--- config.mk ---
export PLATFORM = sky130hd
export DESIGN_NAME = hermite_curve_point_generator
export DESIGN_NICKNAME = d
export VERILOG_FILES = /design/src/rtl/hcpg_pkg.sv /design/src/rtl/hcpg_mul.sv /design/src/rtl/hcpg_dp.sv /design/src/rtl/hcpg_ctrl.sv /design/src/rtl/hermite_curve_point_generator.sv
export SDC_FILE = /design/constraint.sdc
export NUM_CORES = 2
export LEC_CHECK = 0
export ABC_AREA = 1
export BUFFER_PORTS_ARGS = -buffer_cell sky130_fd_sc_hd__buf_2
export CAP_MARGIN = 20
export CELL_PAD_IN_SITES_DETAIL_PLACEMENT = 1
export CELL_PAD_IN_SITES_GLOBAL_PLACEMENT = 2
export CORE_MARGIN = 10
export CORE_UTILIZATION = 34
export DETAILED_ROUTE_END_ITERATION = 16
export PLACE_DENSITY_LB_ADDON = 0.1
export SETUP_SLACK_MARGIN = 0.05
export SYNTH_ARGS = -nofsm -noshare
export SYNTH_HDL_FRONTEND = slang
export SYNTH_SLANG_ARGS = --single-unit
--- constraint.sdc ---
create_clock -name clk -period 7.3 [get_ports clk]
set_clock_uncertainty 0.1 [all_clocks]
set_input_delay 0.73 -clock clk [delete_from_list [all_inputs] [get_ports clk]]
set_output_delay 0.73 -clock clk [all_outputs]
set_load 0.01 [all_outputs]
--- src/rtl/hcpg_pkg.sv ---
// ----------------------------------------------------------------------------
// hcpg_pkg
// Shared widths, operation codes, controller states and register indexes of
// the Hermite curve point generator.
// ----------------------------------------------------------------------------
package hcpg_pkg;

	// Fraction bits of the curve parameter t (unsigned Q1.20).
	localparam int FRAC_BITS = 20;
	// Width of t, which reaches exactly 1.0.
	localparam int TW = FRAC_BITS + 1;
	// Width of t^2 and t^3 in Q.40; both reach exactly 1.0.
	localparam int T2W = 2 * FRAC_BITS + 1;
	// Width of the low half when a Q.40 value is split for the multiplier.
	localparam int HW = TW;
	// Multiplier operand and product widths (signed).
	localparam int MW = TW + 1;
	localparam int PW = 2 * MW;
	// Accumulator width for the weighted sum in Q.40.
	localparam int ACW = 57;
	// Configuration, coefficient, output and step counter widths.
	localparam int CW = 12;
	localparam int AW = 17;
	localparam int OW = 13;
	localparam int KW = 10;
	localparam int CFG_IW = 3;

	// Register indexes of the configuration port.
	localparam logic [CFG_IW-1:0] REG_START_X         = 3'd0;
	localparam logic [CFG_IW-1:0] REG_START_Y         = 3'd1;
	localparam logic [CFG_IW-1:0] REG_END_X           = 3'd2;
	localparam logic [CFG_IW-1:0] REG_END_Y           = 3'd3;
	localparam logic [CFG_IW-1:0] REG_START_TANGENT_X = 3'd4;
	localparam logic [CFG_IW-1:0] REG_START_TANGENT_Y = 3'd5;
	localparam logic [CFG_IW-1:0] REG_END_TANGENT_X   = 3'd6;
	localparam logic [CFG_IW-1:0] REG_END_TANGENT_Y   = 3'd7;

	// Multiplier operations issued by the controller, one per cycle.
	typedef enum logic [2:0] {
		OP_NONE,
		OP_TSQ,
		OP_TR,
		OP_TCUBE,
		OP_BLO,
		OP_BHI,
		OP_ALO,
		OP_AHI
	} op_t;

	typedef enum logic [3:0] {
		ST_IDLE,
		ST_TSQ,
		ST_TR,
		ST_TCUBE,
		ST_BLO,
		ST_BHI,
		ST_ALO,
		ST_AHI,
		ST_DRAIN,
		ST_FINISH
	} state_t;

	typedef struct packed {
		logic start;
		op_t  op;
		logic finish;
	} cmd_t;

endpackage

--- src/rtl/hcpg_mul.sv ---
// ----------------------------------------------------------------------------
// hcpg_mul
// Signed multiplier with a registered product.
// ----------------------------------------------------------------------------
module hcpg_mul (
	input  logic                          clk,
	input  logic signed [hcpg_pkg::MW-1:0] a,
	input  logic signed [hcpg_pkg::MW-1:0] b,
	output logic signed [hcpg_pkg::PW-1:0] p_s1
);
	import hcpg_pkg::*;

	always_ff @(posedge clk) begin
		p_s1 <= a * b;
	end

endmodule

--- src/rtl/hcpg_dp.sv ---
// ----------------------------------------------------------------------------
// hcpg_dp
// Datapath: configuration registers, step counter with an incremental
// divider for t, two shared multipliers and the per-coordinate accumulators.
// ----------------------------------------------------------------------------
module hcpg_dp #(
	parameter int STEPS = 1000
) (
	input  logic                              clk,
	input  logic                              arst_n,
	input  logic                              cfg_we,
	input  logic [hcpg_pkg::CFG_IW-1:0]       cfg_index,
	input  logic [hcpg_pkg::CW-1:0]           cfg_data,
	input  logic                              restart,
	input  hcpg_pkg::cmd_t                    cmd,
	output logic signed [hcpg_pkg::OW-1:0]    point_x,
	output logic signed [hcpg_pkg::OW-1:0]    point_y,
	output logic                              last
);
	import hcpg_pkg::*;

	// 2^20 = STEP_Q * STEPS + STEP_R, so t advances by STEP_Q plus a carry.
	localparam logic [TW-1:0] STEP_Q = TW'((1 << FRAC_BITS) / STEPS);
	localparam logic [KW:0]   STEP_R = (KW+1)'((1 << FRAC_BITS) % STEPS);
	localparam logic [KW-1:0] HALF   = KW'(STEPS / 2);
	localparam logic [KW-1:0] K_LAST = KW'(STEPS);
	localparam logic [KW:0]   STEPS_W = (KW+1)'(STEPS);
	localparam logic [TW-1:0] T_ONE  = TW'(1 << FRAC_BITS);
	localparam int            CSW    = T2W + FRAC_BITS + 1;

	function automatic logic signed [AW-1:0] coef_a(
		input logic signed [CW-1:0] p0, input logic signed [CW-1:0] p1,
		input logic signed [CW-1:0] r0, input logic signed [CW-1:0] r1);
		logic signed [AW-1:0] d;
		d = AW'(p0) - AW'(p1);
		return (d <<< 1) + AW'(r0) + AW'(r1);
	endfunction

	function automatic logic signed [AW-1:0] coef_b(
		input logic signed [CW-1:0] p0, input logic signed [CW-1:0] p1,
		input logic signed [CW-1:0] r0, input logic signed [CW-1:0] r1);
		logic signed [AW-1:0] d;
		d = AW'(p1) - AW'(p0);
		return (d <<< 1) + d - (AW'(r0) <<< 1) - AW'(r1);
	endfunction

	// Division by 2^40 truncating toward zero.
	function automatic logic signed [OW-1:0] trunc_out(input logic signed [ACW-1:0] acc);
		logic signed [ACW-2*FRAC_BITS-1:0] q;
		q = acc[ACW-1:2*FRAC_BITS];
		if (acc[ACW-1] && (acc[2*FRAC_BITS-1:0] != '0)) begin
			q = q + 1'b1;
		end
		return q[OW-1:0];
	endfunction

	logic signed [CW-1:0] p0x_q, p0y_q, p1x_q, p1y_q, r0x_q, r0y_q, r1x_q, r1y_q;
	logic signed [AW-1:0] ax_q, ay_q, bx_q, by_q;
	logic [KW-1:0]        k_q;
	logic [TW-1:0]        tq_q;
	logic [KW-1:0]        tr_q;
	logic [KW:0]          tr_sum;
	logic [T2W-1:0]       t2_q, t3_q;
	logic [CSW-1:0]       cube_sum;
	logic signed [MW-1:0] a0, b0, a1, b1;
	logic signed [PW-1:0] prod0_s1, prod1_s1;
	op_t                  op_s1;
	logic signed [ACW-1:0] acc_x_q, acc_y_q;

	always_ff @(posedge clk or negedge arst_n) begin
		if (!arst_n) begin
			p0x_q <= '0;
			p0y_q <= '0;
			p1x_q <= '0;
			p1y_q <= '0;
			r0x_q <= '0;
			r0y_q <= '0;
			r1x_q <= '0;
			r1y_q <= '0;
		end else if (cfg_we) begin
			unique case (cfg_index)
				REG_START_X:         p0x_q <= cfg_data;
				REG_START_Y:         p0y_q <= cfg_data;
				REG_END_X:           p1x_q <= cfg_data;
				REG_END_Y:           p1y_q <= cfg_data;
				REG_START_TANGENT_X: r0x_q <= cfg_data;
				REG_START_TANGENT_Y: r0y_q <= cfg_data;
				REG_END_TANGENT_X:   r1x_q <= cfg_data;
				REG_END_TANGENT_Y:   r1y_q <= cfg_data;
				default:             ;
			endcase
		end
	end

	// Polynomial coefficients in the power basis, taken once per item.
	always_ff @(posedge clk) begin
		if (cmd.start) begin
			ax_q <= coef_a(p0x_q, p1x_q, r0x_q, r1x_q);
			ay_q <= coef_a(p0y_q, p1y_q, r0y_q, r1y_q);
			bx_q <= coef_b(p0x_q, p1x_q, r0x_q, r1x_q);
			by_q <= coef_b(p0y_q, p1y_q, r0y_q, r1y_q);
		end
	end

	// Step counter with t held as quotient and remainder of the rounding divide.
	assign tr_sum = {1'b0, tr_q} + STEP_R;

	always_ff @(posedge clk or negedge arst_n) begin
		if (!arst_n) begin
			k_q  <= '0;
			tq_q <= '0;
			tr_q <= HALF;
		end else if (cmd.start && restart) begin
			k_q  <= '0;
			tq_q <= '0;
			tr_q <= HALF;
		end else if (cmd.finish) begin
			if (k_q == K_LAST) begin
				k_q  <= '0;
				tq_q <= '0;
				tr_q <= HALF;
			end else begin
				k_q <= k_q + 1'b1;
				if (tr_sum >= STEPS_W) begin
					tq_q <= tq_q + STEP_Q + 1'b1;
					tr_q <= KW'(tr_sum - STEPS_W);
				end else begin
					tq_q <= tq_q + STEP_Q;
					tr_q <= tr_sum[KW-1:0];
				end
			end
		end
	end

	// Operand selection for the two multipliers (x lane and y lane).
	always_comb begin
		a0 = '0;
		b0 = '0;
		a1 = '0;
		b1 = '0;
		unique case (cmd.op)
			OP_NONE: ;
			OP_TSQ: begin
				a0 = MW'(tq_q);
				b0 = MW'(tq_q);
			end
			OP_TR: begin
				a0 = MW'(tq_q);
				b0 = MW'(r0x_q);
				a1 = MW'(tq_q);
				b1 = MW'(r0y_q);
			end
			OP_TCUBE: begin
				a0 = MW'(t2_q[HW-1:0]);
				b0 = MW'(tq_q);
				a1 = MW'(t2_q[T2W-1:HW]);
				b1 = MW'(tq_q);
			end
			OP_BLO: begin
				a0 = MW'(t2_q[HW-1:0]);
				b0 = MW'(bx_q);
				a1 = MW'(t2_q[HW-1:0]);
				b1 = MW'(by_q);
			end
			OP_BHI: begin
				a0 = MW'(t2_q[T2W-1:HW]);
				b0 = MW'(bx_q);
				a1 = MW'(t2_q[T2W-1:HW]);
				b1 = MW'(by_q);
			end
			OP_ALO: begin
				a0 = MW'(t3_q[HW-1:0]);
				b0 = MW'(ax_q);
				a1 = MW'(t3_q[HW-1:0]);
				b1 = MW'(ay_q);
			end
			OP_AHI: begin
				a0 = MW'(t3_q[T2W-1:HW]);
				b0 = MW'(ax_q);
				a1 = MW'(t3_q[T2W-1:HW]);
				b1 = MW'(ay_q);
			end
		endcase
	end

	hcpg_mul u_mul_x (
		.clk  (clk),
		.a    (a0),
		.b    (b0),
		.p_s1 (prod0_s1)
	);

	hcpg_mul u_mul_y (
		.clk  (clk),
		.a    (a1),
		.b    (b1),
		.p_s1 (prod1_s1)
	);

	always_ff @(posedge clk or negedge arst_n) begin
		if (!arst_n) begin
			op_s1 <= OP_NONE;
		end else begin
			op_s1 <= cmd.op;
		end
	end

	// t^3 = (t2_hi * t * 2^21 + t2_lo * t) / 2^20, truncated.
	assign cube_sum = (CSW'($unsigned(prod1_s1)) << HW) + CSW'($unsigned(prod0_s1));

	always_ff @(posedge clk) begin
		unique case (op_s1)
			OP_NONE: ;
			OP_TSQ:  t2_q <= prod0_s1[T2W-1:0];
			OP_TR: begin
				acc_x_q <= (ACW'(p0x_q) <<< (2 * FRAC_BITS)) + (ACW'(prod0_s1) <<< FRAC_BITS);
				acc_y_q <= (ACW'(p0y_q) <<< (2 * FRAC_BITS)) + (ACW'(prod1_s1) <<< FRAC_BITS);
			end
			OP_TCUBE: t3_q <= cube_sum[FRAC_BITS +: T2W];
			OP_BLO, OP_ALO: begin
				acc_x_q <= acc_x_q + ACW'(prod0_s1);
				acc_y_q <= acc_y_q + ACW'(prod1_s1);
			end
			OP_BHI, OP_AHI: begin
				acc_x_q <= acc_x_q + (ACW'(prod0_s1) <<< HW);
				acc_y_q <= acc_y_q + (ACW'(prod1_s1) <<< HW);
			end
		endcase
	end

	// Output register; the controller only finishes when it is free.
	always_ff @(posedge clk) begin
		if (cmd.finish) begin
			point_x <= trunc_out(acc_x_q);
			point_y <= trunc_out(acc_y_q);
			last    <= (k_q == K_LAST);
		end
	end

	a_k_range : assert property (@(posedge clk) disable iff (!arst_n)
		k_q <= K_LAST)
		else $error("step counter beyond the final step");

	a_rem_range : assert property (@(posedge clk) disable iff (!arst_n)
		tr_q < STEPS_W[KW-1:0])
		else $error("divider remainder out of range");

	a_t_end : assert property (@(posedge clk) disable iff (!arst_n)
		(k_q == K_LAST) == (tq_q == T_ONE))
		else $error("t reaches one away from the final step");

endmodule

--- src/rtl/hcpg_ctrl.sv ---
// ----------------------------------------------------------------------------
// hcpg_ctrl
// Controller: sequences the multiply schedule of one point and owns the
// handshakes of the input and output streams.
// ----------------------------------------------------------------------------
module hcpg_ctrl (
	input  logic           clk,
	input  logic           arst_n,
	input  logic           s_tvalid,
	output logic           s_tready,
	output logic           m_tvalid,
	input  logic           m_tready,
	output hcpg_pkg::cmd_t cmd
);
	import hcpg_pkg::*;

	state_t state_q, state_d;
	logic   out_valid_q;

	always_ff @(posedge clk or negedge arst_n) begin
		if (!arst_n) begin
			state_q <= ST_IDLE;
		end else begin
			state_q <= state_d;
		end
	end

	always_comb begin
		state_d    = state_q;
		cmd.start  = 1'b0;
		cmd.op     = OP_NONE;
		cmd.finish = 1'b0;
		s_tready   = 1'b0;
		unique case (state_q)
			ST_IDLE: begin
				s_tready = 1'b1;
				if (s_tvalid) begin
					cmd.start = 1'b1;
					state_d   = ST_TSQ;
				end
			end
			ST_TSQ: begin
				cmd.op  = OP_TSQ;
				state_d = ST_TR;
			end
			ST_TR: begin
				cmd.op  = OP_TR;
				state_d = ST_TCUBE;
			end
			ST_TCUBE: begin
				cmd.op  = OP_TCUBE;
				state_d = ST_BLO;
			end
			ST_BLO: begin
				cmd.op  = OP_BLO;
				state_d = ST_BHI;
			end
			ST_BHI: begin
				cmd.op  = OP_BHI;
				state_d = ST_ALO;
			end
			ST_ALO: begin
				cmd.op  = OP_ALO;
				state_d = ST_AHI;
			end
			ST_AHI: begin
				cmd.op  = OP_AHI;
				state_d = ST_DRAIN;
			end
			ST_DRAIN: begin
				state_d = ST_FINISH;
			end
			ST_FINISH: begin
				if (!out_valid_q || m_tready) begin
					cmd.finish = 1'b1;
					state_d    = ST_IDLE;
				end
			end
			default: state_d = ST_IDLE;
		endcase
	end

	always_ff @(posedge clk or negedge arst_n) begin
		if (!arst_n) begin
			out_valid_q <= 1'b0;
		end else if (cmd.finish) begin
			out_valid_q <= 1'b1;
		end else if (m_tready) begin
			out_valid_q <= 1'b0;
		end
	end

	assign m_tvalid = out_valid_q;

	a_no_overwrite : assert property (@(posedge clk) disable iff (!arst_n)
		cmd.finish |-> (!out_valid_q || m_tready))
		else $error("result written over a beat not yet taken");

	a_result_shown : assert property (@(posedge clk) disable iff (!arst_n)
		cmd.finish |=> m_tvalid)
		else $error("finished point not presented");

endmodule

--- src/rtl/hermite_curve_point_generator.sv ---
// ----------------------------------------------------------------------------
// hermite_curve_point_generator
// Walks a cubic Hermite curve and gives one integer point per request beat.
// ----------------------------------------------------------------------------
// Usage:
// Program the end points and tangents through the configuration channel
// (cfg_valid/cfg_ready, cfg_index selects the register, cfg_data carries the
// 12-bit signed value). cfg_ready is always high; write only while idle.
// Each beat on the slave stream requests the next point of the curve; bit 0
// of s_tdata is the restart flag, which sends the walk back to t = 0. The
// master stream returns the point, with m_tlast set on the point at t = 1,
// after which the walk wraps back to the start on its own.
// Sequence: a request is taken in the idle state; the seven-step multiply
// schedule then runs through the two shared multipliers, followed by the
// pipeline drain and the output load, and the point then appears on the
// master side. No new request is taken while a point is being computed.
// A finished point waits in the output register while the receiver stalls,
// and the next request is accepted and computed meanwhile; only its final
// load waits for the output register to empty.
// Reset clears the configuration, idles the controller and restarts the walk.
// ----------------------------------------------------------------------------
module hermite_curve_point_generator #(
	parameter int STEPS = 1000
) (
	input  logic        clk,
	input  logic        arst_n,
	// Request stream.
	input  logic        s_tvalid,
	output logic        s_tready,
	input  logic [7:0]  s_tdata,   // [0] restart, [7:1] zero
	// Point stream.
	output logic        m_tvalid,
	input  logic        m_tready,
	output logic [31:0] m_tdata,   // [12:0] point_x, [25:13] point_y, [31:26] zero
	output logic        m_tlast,
	// Configuration write channel.
	input  logic        cfg_valid,
	output logic        cfg_ready,
	input  logic [2:0]  cfg_index,
	input  logic [11:0] cfg_data
);
	import hcpg_pkg::*;

	cmd_t                 cmd;
	logic signed [OW-1:0] point_x;
	logic signed [OW-1:0] point_y;

	// Registers can always be written in a single beat.
	assign cfg_ready = 1'b1;

	hcpg_ctrl u_ctrl (
		.clk      (clk),
		.arst_n   (arst_n),
		.s_tvalid (s_tvalid),
		.s_tready (s_tready),
		.m_tvalid (m_tvalid),
		.m_tready (m_tready),
		.cmd      (cmd)
	);

	hcpg_dp #(
		.STEPS (STEPS)
	) u_dp (
		.clk       (clk),
		.arst_n    (arst_n),
		.cfg_we    (cfg_valid & cfg_ready),
		.cfg_index (cfg_index),
		.cfg_data  (cfg_data),
		.restart   (s_tdata[0]),
		.cmd       (cmd),
		.point_x   (point_x),
		.point_y   (point_y),
		.last      (m_tlast)
	);

	// Both coordinates are packed with x in the lowest bits.
	assign m_tdata = {6'b0, point_y, point_x};

endmodule
==> metrics.txt <==
Worst path max stage delay=approximately 0.55 ns; Die ar.=between 200000 and 250000 um2; R2R cell count=31; Max Freq=between 100 and 150 MHz; routed len/inst=about 25 um; Crit. End Element=flop; Post-synth EDFFs=approximately 290; register area share after synthesis=a little under a fifth; largest net degree at the start of global routing=slightly below 70; final setup violation count=49; H-tree depth=3; Layout area overhead=23.2%; Syn Inst Count=around 10000; FF-to-FF End=u_dp.u_mul_y.p_s1[38]; reg-to-reg startpoint=u_ctrl.state_q[3]; Synth area leaders=fa_1, ha_1, edfxtp_1; CTS tree=done; DIE WIDTH=between 400 and 500 um; Crit-path slowest cell=fa_1; final hold viol count=0; Mapped Area=~76000 um2; # IOs=64; Slew @ Worst Pin=about 1.1 ns; DRC Markers=0; number of global-route vias before repair=around 77000; GPL Wtd Cong=between 0.9 and 1; Most used DFF post-synth=edfxtp_1; DP Wirelength=roughly 290000 um; Final period util=104%; Placement Setup Slack=-0.755 ns; Worst slew margin=25.9%; clk_lat worst skew=around 0.74 ns; ratio of cells with drive above 1 in the final layout=between 10% and 20%; reg-to-reg setup timing slack=-0.27 ns; via count=just over 70000; Async SR Flop Fraction=about 27%; Initial DRC Count=about 4400; clock-pin slew on the worst setup and hold paths=approximately 0.06 ns; largest area contributor in the netlist=fa_1; unrepaired setup endpoints after global routing=true; Die H=just under 500 um; most used cell, CP=fa_1; Syn. warnings=0; CTS sink count=approximately 520; crit path kind=flop to flop; worst setup slack after layout=-0.267 ns; Seq cells post-synth=around 520; cell with the most instances after synthesis=nand2_1; CTS Buffer Depth=3; CTS root buffer=clkbuf_16; area share of the largest cell type after synthesis=between 20% and 30%; Global Route Usage Sum=between 20% and 30%; drt total wl=roughly 340000 um; GR Overflow Total=0; Min-Delay Path Class=input pin to flop; Std-Cell Rows=173; Pre-antenna DRT Iters=6; initial antenna violation count=25; Arr. time, crit path=between 8 and 9 ns; IO buf count=between 40 and 50; synth unique cells=between 60 and 70; Avg Cell Area, Syn=7.59 um2; fin. max-slew vios=0; Critical Path RT=7.80 ns; outcome=finished, violations left; Final Critical Period=7.57 ns; Final ANT Viol Nets=0; area of the core=approximately 220000 um2; Num CTS Buffers=77; crit path to=u_dp.u_mul_y.p_s1[38]; first-pass GRT wire length=505000 um; CP Max Fanout=6; Synth top cells by count=nand2_1, inv_1, nor2_1, fa_1, ha_1; Initial Utilization=about a third; crit start category=flop; Crit. Startpoint=u_ctrl.state_q[3]; failing checks=setup timing; fin nets=12500; vias per cell=between 5 and 6; max cap viols=0
worst min-delay path by stage:
stage | slack, ns | end | startpoint | cells after the start
after floorplan | 0.33 | u_ctrl.m_tvalid | arst_n | 0
after global placement | 0.38 | u_dp.tr_q[5] | u_dp.tr_q[5] | 2
after detailed placement | 0.40 | u_dp.k_q[9] | u_dp.k_q[9] | 1
after CTS | 0.22 | u_dp.r1y_q[0] | cfg_data[0] | 3
after global routing | 0.27 | u_dp.r1y_q[0] | cfg_data[0] | 3
final | 0.28 | u_dp.r1y_q[0] | cfg_data[0] | 3
through the flow:
stage	util, %	instance area (um2)	std cells	TNS [ns]	hold WS (ns)
after floorplan	-	75800	9988	0	0.334
after global placement	38.8	86100	13700	-22.82	0.383
after detailed placement	38.8	86100	13700	-27.23	0.398
after CTS	41.1	91400	13900	-5.73	0.223
after global routing	42.1	93400	14000	-19.40	0.275
final	42.1	93400	14000	-6.00	0.277
cells in the final DEF, fill, tap and decap left out, types with 35 or more instances in the layout:
master,netlist,final
a21o_1,35,35
a21oi_1,680,624
a21oi_2,1,42
a31oi_1,44,36
buf_12,0,91
buf_2,109,49
buf_4,13,859
buf_6,6,45
clkbuf_16,0,87
dfrtp_1,137,135
dfxtp_1,88,88
edfxtp_1,291,291
fa_1,821,767
fa_2,0,54
ha_1,767,722
ha_4,0,40
inv_1,1822,1735
inv_2,69,112
nand2_1,2109,2043
nand2_2,10,54
nand3_1,424,411
nand3b_1,36,36
nand4_1,79,79
nor2_1,1046,952
nor2_2,12,63
nor2_4,3,46
nor3_1,90,77
nor4_1,50,41
o21ai_0,560,524
o21bai_1,41,38
xnor2_1,86,86
xor2_1,199,197
repair_timing:
action | in CTS | in global routing
cloned | 5 | 6
setup buffers | 90 | 68
setup endpoints to repair | 59 | 65
gates resized for setup | 457 | 363
hold endpoints to repair | 56 | 0
pin swaps | 132 | 147
hold buffers | 1 | 0
registers in the layout, indices dropped and copies added, names as in the netlist, 17 cells and up:
name               cells
u_dp.ay_q             17
u_dp.tq_q             21
u_dp.u_mul_x.p_s1     44
u_dp.u_mul_y.p_s1     44
u_dp.acc_y_q          57
u_dp.t3_q             41
u_dp.t2_q             41
u_dp.ax_q             17
u_dp.acc_x_q          57
u_dp.by_q             17
u_dp.bx_q             17
layer usage:
| layer | wire length (um) | GRT usage [%] | vias up |
|---|---|---|---|
| met3 | 14200 | 3.01 | 392 |
| met1 | 157000 | 37.5 | 36600 |
| met5 | 41 | 0 | - |
| li1 | - | - | 33800 |
| met2 | 160000 | 45.9 | 1445 |
| met4 | 12800 | 8.83 | 6 |
cell families after synthesis:
group | after synthesis | synth area share (%)
flip-flops | 522 | 18.6
buffers and inverters | 2106 | 10.7
other | 2 | 0.00991
AND/OR/NAND/NOR | 3907 | 21.1
adder cells (fa/ha/maj) | 1588 | 34.3
XOR/XNOR | 285 | 3.29
AO/OA/AOI/OAI | 1573 | 12.0
final cells by class:
class | instances | area [um2]
Timing Repair inverter | 3 | 21.3
Inverter | 1896 | 7300
Clock buffer | 100 | 2180
Antenna cell | 7 | 17.5
Clock inverter | 41 | 345
Multi-Input combinational cell | 7360 | 56400
Tap cell | 2975 | 3720
Timing Repair Buffer | 1063 | 9380
Sequential cell | 522 | 14100
Fill cell | 27200 | 129000
critical path, delay by kind of cell (launching register included):
family,cells,cell delay [ns]
flops,1,0.47
fa+ha+maj,8,3.88
buf+inv,12,1.35
simple gates,10,1.42
xor+xnor,1,0.20
Power is left out: the tool's default activity adds up to more than one toggle a clock period on the data nets, which glitch-free logic cannot reach.
